--- src/hw/rtl/greedy_gc_victim_buckets_defines.svh ---
// assertion macros shared by the victim bucket block
// expects clk and arst_n in the scope of each use
`ifndef GREEDY_GC_VICTIM_BUCKETS_DEFINES_SVH
`define GREEDY_GC_VICTIM_BUCKETS_DEFINES_SVH

// same-cycle implication, checked out of reset only
`define GGVB_ASSERT_NOW(lbl, ante, cons) \
	lbl: assert property (@(posedge clk) disable iff (!arst_n) (ante) |-> (cons)) \
		else $error("ggvb check failed");

// next-cycle implication, checked out of reset only
`define GGVB_ASSERT_NEXT(lbl, ante, cons) \
	lbl: assert property (@(posedge clk) disable iff (!arst_n) (ante) |=> (cons)) \
		else $error("ggvb check failed");

`endif

--- src/hw/rtl/ggvb_pkg.sv ---
// shared types and constants for the victim bucket block
// no dependencies
package ggvb_pkg;

	localparam int OPCODE_W = 2;
	localparam int DIE_W    = 2;
	localparam int BLOCK_W  = 10;
	localparam int COUNT_W  = 7;
	localparam int WORD_W   = 64;
	localparam int BIT_W    = 6;

	localparam logic [OPCODE_W-1:0] OP_INVALIDATE = 2'd0;
	localparam logic [OPCODE_W-1:0] OP_ERASE      = 2'd1;
	localparam logic [OPCODE_W-1:0] OP_SELECT     = 2'd2;

	typedef struct packed {
		logic             valid;
		logic [BIT_W-1:0] idx;
	} lsb_res_t;

endpackage

--- src/hw/rtl/ggvb_lsb.sv ---
// two-stage lowest-set-bit finder over a 64-bit bitmap word
// depends on ggvb_pkg
module ggvb_lsb
	import ggvb_pkg::*;
(
	input  logic              clk,
	input  logic              arst_n,
	input  logic              start,
	input  logic [WORD_W-1:0] word,
	output lsb_res_t          res
);

	logic             v_s1;
	logic [2:0]       grp_s1;
	logic [7:0]       byte_s1;
	logic             valid_s2;
	logic [BIT_W-1:0] idx_s2;
	logic [2:0]       grp;
	logic [2:0]       bidx;

	// lowest non-empty byte
	always_comb begin
		grp = 3'd0;
		for (int g = 7; g >= 0; g--) begin
			if (word[g*8 +: 8] != 8'd0) grp = 3'(g);
		end
	end

	// lowest set bit inside that byte
	always_comb begin
		bidx = 3'd0;
		for (int b = 7; b >= 0; b--) begin
			if (byte_s1[b]) bidx = 3'(b);
		end
	end

	always_ff @(posedge clk or negedge arst_n) begin
		if (!arst_n) begin
			v_s1     <= 1'b0;
			valid_s2 <= 1'b0;
		end else begin
			v_s1     <= start;
			valid_s2 <= v_s1;
		end
	end

	always_ff @(posedge clk) begin
		grp_s1  <= grp;
		byte_s1 <= word[grp*8 +: 8];
		idx_s2  <= {grp_s1, bidx};
	end

	assign res = lsb_res_t'({valid_s2, idx_s2});

endmodule

--- config.mk ---
export PLATFORM = sky130hd
export DESIGN_NAME = ggvb_lsb
export DESIGN_NICKNAME = d
export VERILOG_FILES = /design/src/hw/rtl/greedy_gc_victim_buckets_defines.svh /design/src/hw/rtl/ggvb_pkg.sv /design/src/hw/rtl/ggvb_lsb.sv
export SDC_FILE = /design/constraint.sdc
export NUM_CORES = 1
export LEC_CHECK = 0
export BUFFER_PORTS_ARGS = -buffer_cell sky130_fd_sc_hd__buf_2
export CAP_MARGIN = 25
export CELL_PAD_IN_SITES_DETAIL_PLACEMENT = 1
export CELL_PAD_IN_SITES_GLOBAL_PLACEMENT = 2
export CORE_MARGIN = 10
export CORE_UTILIZATION = 23
export CTS_CLUSTER_DIAMETER = 80
export DETAILED_ROUTE_END_ITERATION = 16
export GPL_ROUTABILITY_DRIVEN = 0
export GPL_TIMING_DRIVEN = 0
export PLACE_DENSITY_LB_ADDON = 0.1
export SYNTH_ARGS = -nofsm -noshare
export SYNTH_HDL_FRONTEND = slang
export SYNTH_SLANG_ARGS = --single-unit
--- constraint.sdc ---
create_clock -name clk -period 1.5 [get_ports clk]
set_input_delay 0.15 -clock clk [delete_from_list [all_inputs] [get_ports clk]]
set_output_delay 0.15 -clock clk [all_outputs]
set_load 0.03 [all_outputs]
==> impl_metrics.tcl <==
set metrics [dict create \
    coreArea_um2 5040 \
    synth_ff_type "dfxtp_1" \
    cts_tree "done" \
    fp-row-count 26 \
    holdPathStages 2 \
    ir_drop_v 0.000269 \
    fin_ws_ps -496 \
    start_util_pct 23.5 \
    power_density_nw_per_um2 533 \
    dp_slack_ps -984 \
    synth_async_sr_flop_share_pct 10.5 \
    fin_crit_ps 2000 \
    r2r_cells 2 \
    dieWidth_um 91.8 \
    area.growth.synth_to_final_pct 83.0 \
    place_area_um2 1700 \
    grtUsageMet3_pct 3.75 \
    endpoint_kind "flop" \
    grt_start_max_net_pins 12 \
    violations "setup timing" \
    io_buffers 73 \
    fin_nets 306 \
    yosysSeqAreaShare_pct 32.9 \
    busiest_layer "met2" \
    hold_viol 0 \
    slew_viol_final 0 \
    die_area_um2 8420 \
    timing.fmax_mhz 501 \
    synth_edf_count 0 \
    final_cells 308 \
    nFillCells 612 \
    fin_crit_sh_pct 133 \
    htreeDepth 1 \
    grt.total_usage_pct 14.3 \
    dp.cells 286 \
    ys_ff_latch 19 \
    syn_avg_cell_area_um2 8.29 \
    die_h_um 91.8 \
    netlist_area_um2 1180 \
    drt_iter0_drc 62 \
    num_io_pins 74 \
    rsz0062_at_grt "yes" \
    status "finished, violations left" \
    clkSlewWorstSetupHoldPaths_ps 70 \
    r2r_start "byte_s1[1]" \
    drive_gt1_share_pct 63.0 \
    finalSetupViolations 9 \
    grt_pass1_wl_um 9720 \
    drc 0 \
    cp.arrival_ps 2130 \
    worstSkewPairLatency_ps 260 \
    cts_sinks 19 \
    leakage_nw 0.876 \
    grt_pass1_vias 1923 \
    overflow 0 \
    vias 1589 \
    synth_cells 143 \
    use_met1_pct 15.9 \
    wl_um 6170 \
    wire_per_inst_um 20.0 \
    cts_buffers 3 \
    r2r-end "idx_s2[2]" \
    dpl.hpwl_um 4940 \
    path_max_fanout 5 \
    cts_root_buffer "clkbuf_8" \
    clk_path_buf_depth 2 \
    regToRegSetupSlack_ps 460 \
    hold_class "in -> reg" \
    final_antenna_net_count 0 \
    syn-num-nets 210 \
    cp.required_ps 1640 \
    ys_warn_count 0 \
    antenna_found_initial 0 \
    grtUsageMet2_pct 26.4 \
    dr.pass1.iters 4 \
    tightest_slew_ps 485 \
    hold_end "byte_s1[4]" \
    fin_worst_skew_ps 10.4 \
    start_kind "primary input" \
    via_per_inst 5.16 \
    ys_types 35 \
    slew_headroom_pct 67.4 \
    worstSetupPathType "in -> reg" \
    antennaDiodeCount 0 \
    design_area_um2 2170 \
    maxCapViolations 0 \
    worstHoldStart "word[60]" \
]
## power by group
group | internal (mW) | switching (mW)
sequential | 0.524 | 0.00900
clock | 0.184 | 0.171
combinational | 0.129 | 0.138
total | 0.837 | 0.318
## cell families after synthesis
group | count (synthesis) | share of synthesized area, %
and+or+nand+nor | 72 | 36.6
AOI/OAI and AO/OA | 41 | 25.0
DFF | 19 | 32.9
buffers and inverters | 11 | 5.38
## routing by layer
layer | wire length (um) | vias to the layer above
met1 | 2570 | 772
met2 | 3240 | 43
met4 | 38 | 0
met3 | 323 | 2
li1 | - | 772
met5 | 0 | -
## synthesized netlist by cell type (2+ instances only)
cell | n | share of area, %
nand2_1 | 2 | 0.63
dfxtp_1 | 17 | 29
or3_1 | 3 | 1.6
buf_6 | 2 | 1.9
nand4_1 | 3 | 1.6
or4_1 | 7 | 4.4
o22ai_1 | 13 | 6.9
or4_4 | 2 | 1.9
o32a_1 | 3 | 2.5
inv_1 | 4 | 1.3
o221ai_1 | 3 | 2.2
a21oi_1 | 10 | 4.2
nor2_1 | 16 | 5.1
o22a_1 | 3 | 2.2
nor4_1 | 12 | 6.3
nor3_1 | 18 | 7.6
and4_1 | 3 | 2.2
buf_2 | 3 | 1.3
dfrtp_1 | 2 | 4.2
o22a_2 | 2 | 1.7
## flip-flops by register name, summed over array words and instances (netlist names)
name      cells
byte_s1       8
grp_s1        3
idx_s2        6
v_s1          1
valid_s2      1
## worst max path at each step
stage	startpoint	end	slack [ps]	depth (start not counted)
final	word[4]	byte_s1[5]	-500	9
after floorplan	word[3]	byte_s1[0]	-410	7
after CTS	word[15]	byte_s1[4]	-430	9
after detailed placement	word[32]	byte_s1[3]	-980	8
after global routing	word[4]	byte_s1[5]	-530	9
after global placement	word[32]	byte_s1[3]	-1010	8
## layout make-up
cell class              count  area (um^2)  share of cell area (%)
clock buffers               3         41.3                    1.90
flip-flops and latches     19          390                    18.0
clock inverters             1         5.00                   0.231
inverters                   5         18.8                   0.866
multi-input cells         113          996                    45.9
well taps                  70         87.6                    4.04
repair buffers             91          562                    25.9
plain buffers               6         67.6                    3.12
## worst max-delay path: stages
cell and delay [ps]:
buf_6 100, or4_4 560, nor4_4 410, buf_6 200, nand4_4 120, buf_8 180, o22ai_4 170, nor3_2 70
o22a_1 160
## layout by cell type (no fill, tap or decap), types with 4 or more instances in the layout
cell type  synthesis  final
a21oi_1           10      6
a21oi_2            0      4
buf_2              3     67
buf_4              1     12
buf_6              2     15
dfxtp_1           17     17
nor2_1            16     16
nor3_1            18     13
nor3_2             0      5
nor4_2             0      9
o22ai_1           13      5
o22ai_4            0      6
or4_4              2      6
## repair_timing
action | CTS | global route
hold endpoints to repair | 3 | 0
endpoints found under the setup margin | 9 | 9
cloned | 2 | 1
resized for setup | 29 | 29
pin swaps | 13 | 10
buffers inserted | 9 | 4
hold buffers | 2 | 0
## through the flow
step	TNS, ps	total power [mW]	util (%)	hold slack (ps)
2_1_floorplan	-3310	0.609	-	-146
3_3_place_gp	-7670	0.750	33.6	-63.8
3_5_place_dp	-7710	0.757	33.6	-59.1
4_1_cts	-3350	1.15	39.8	157
5_1_grt	-4020	1.21	43.0	145
6_report	-3640	1.15	43.0	142
No activity file was read; power rests on OpenSTA's default activity.
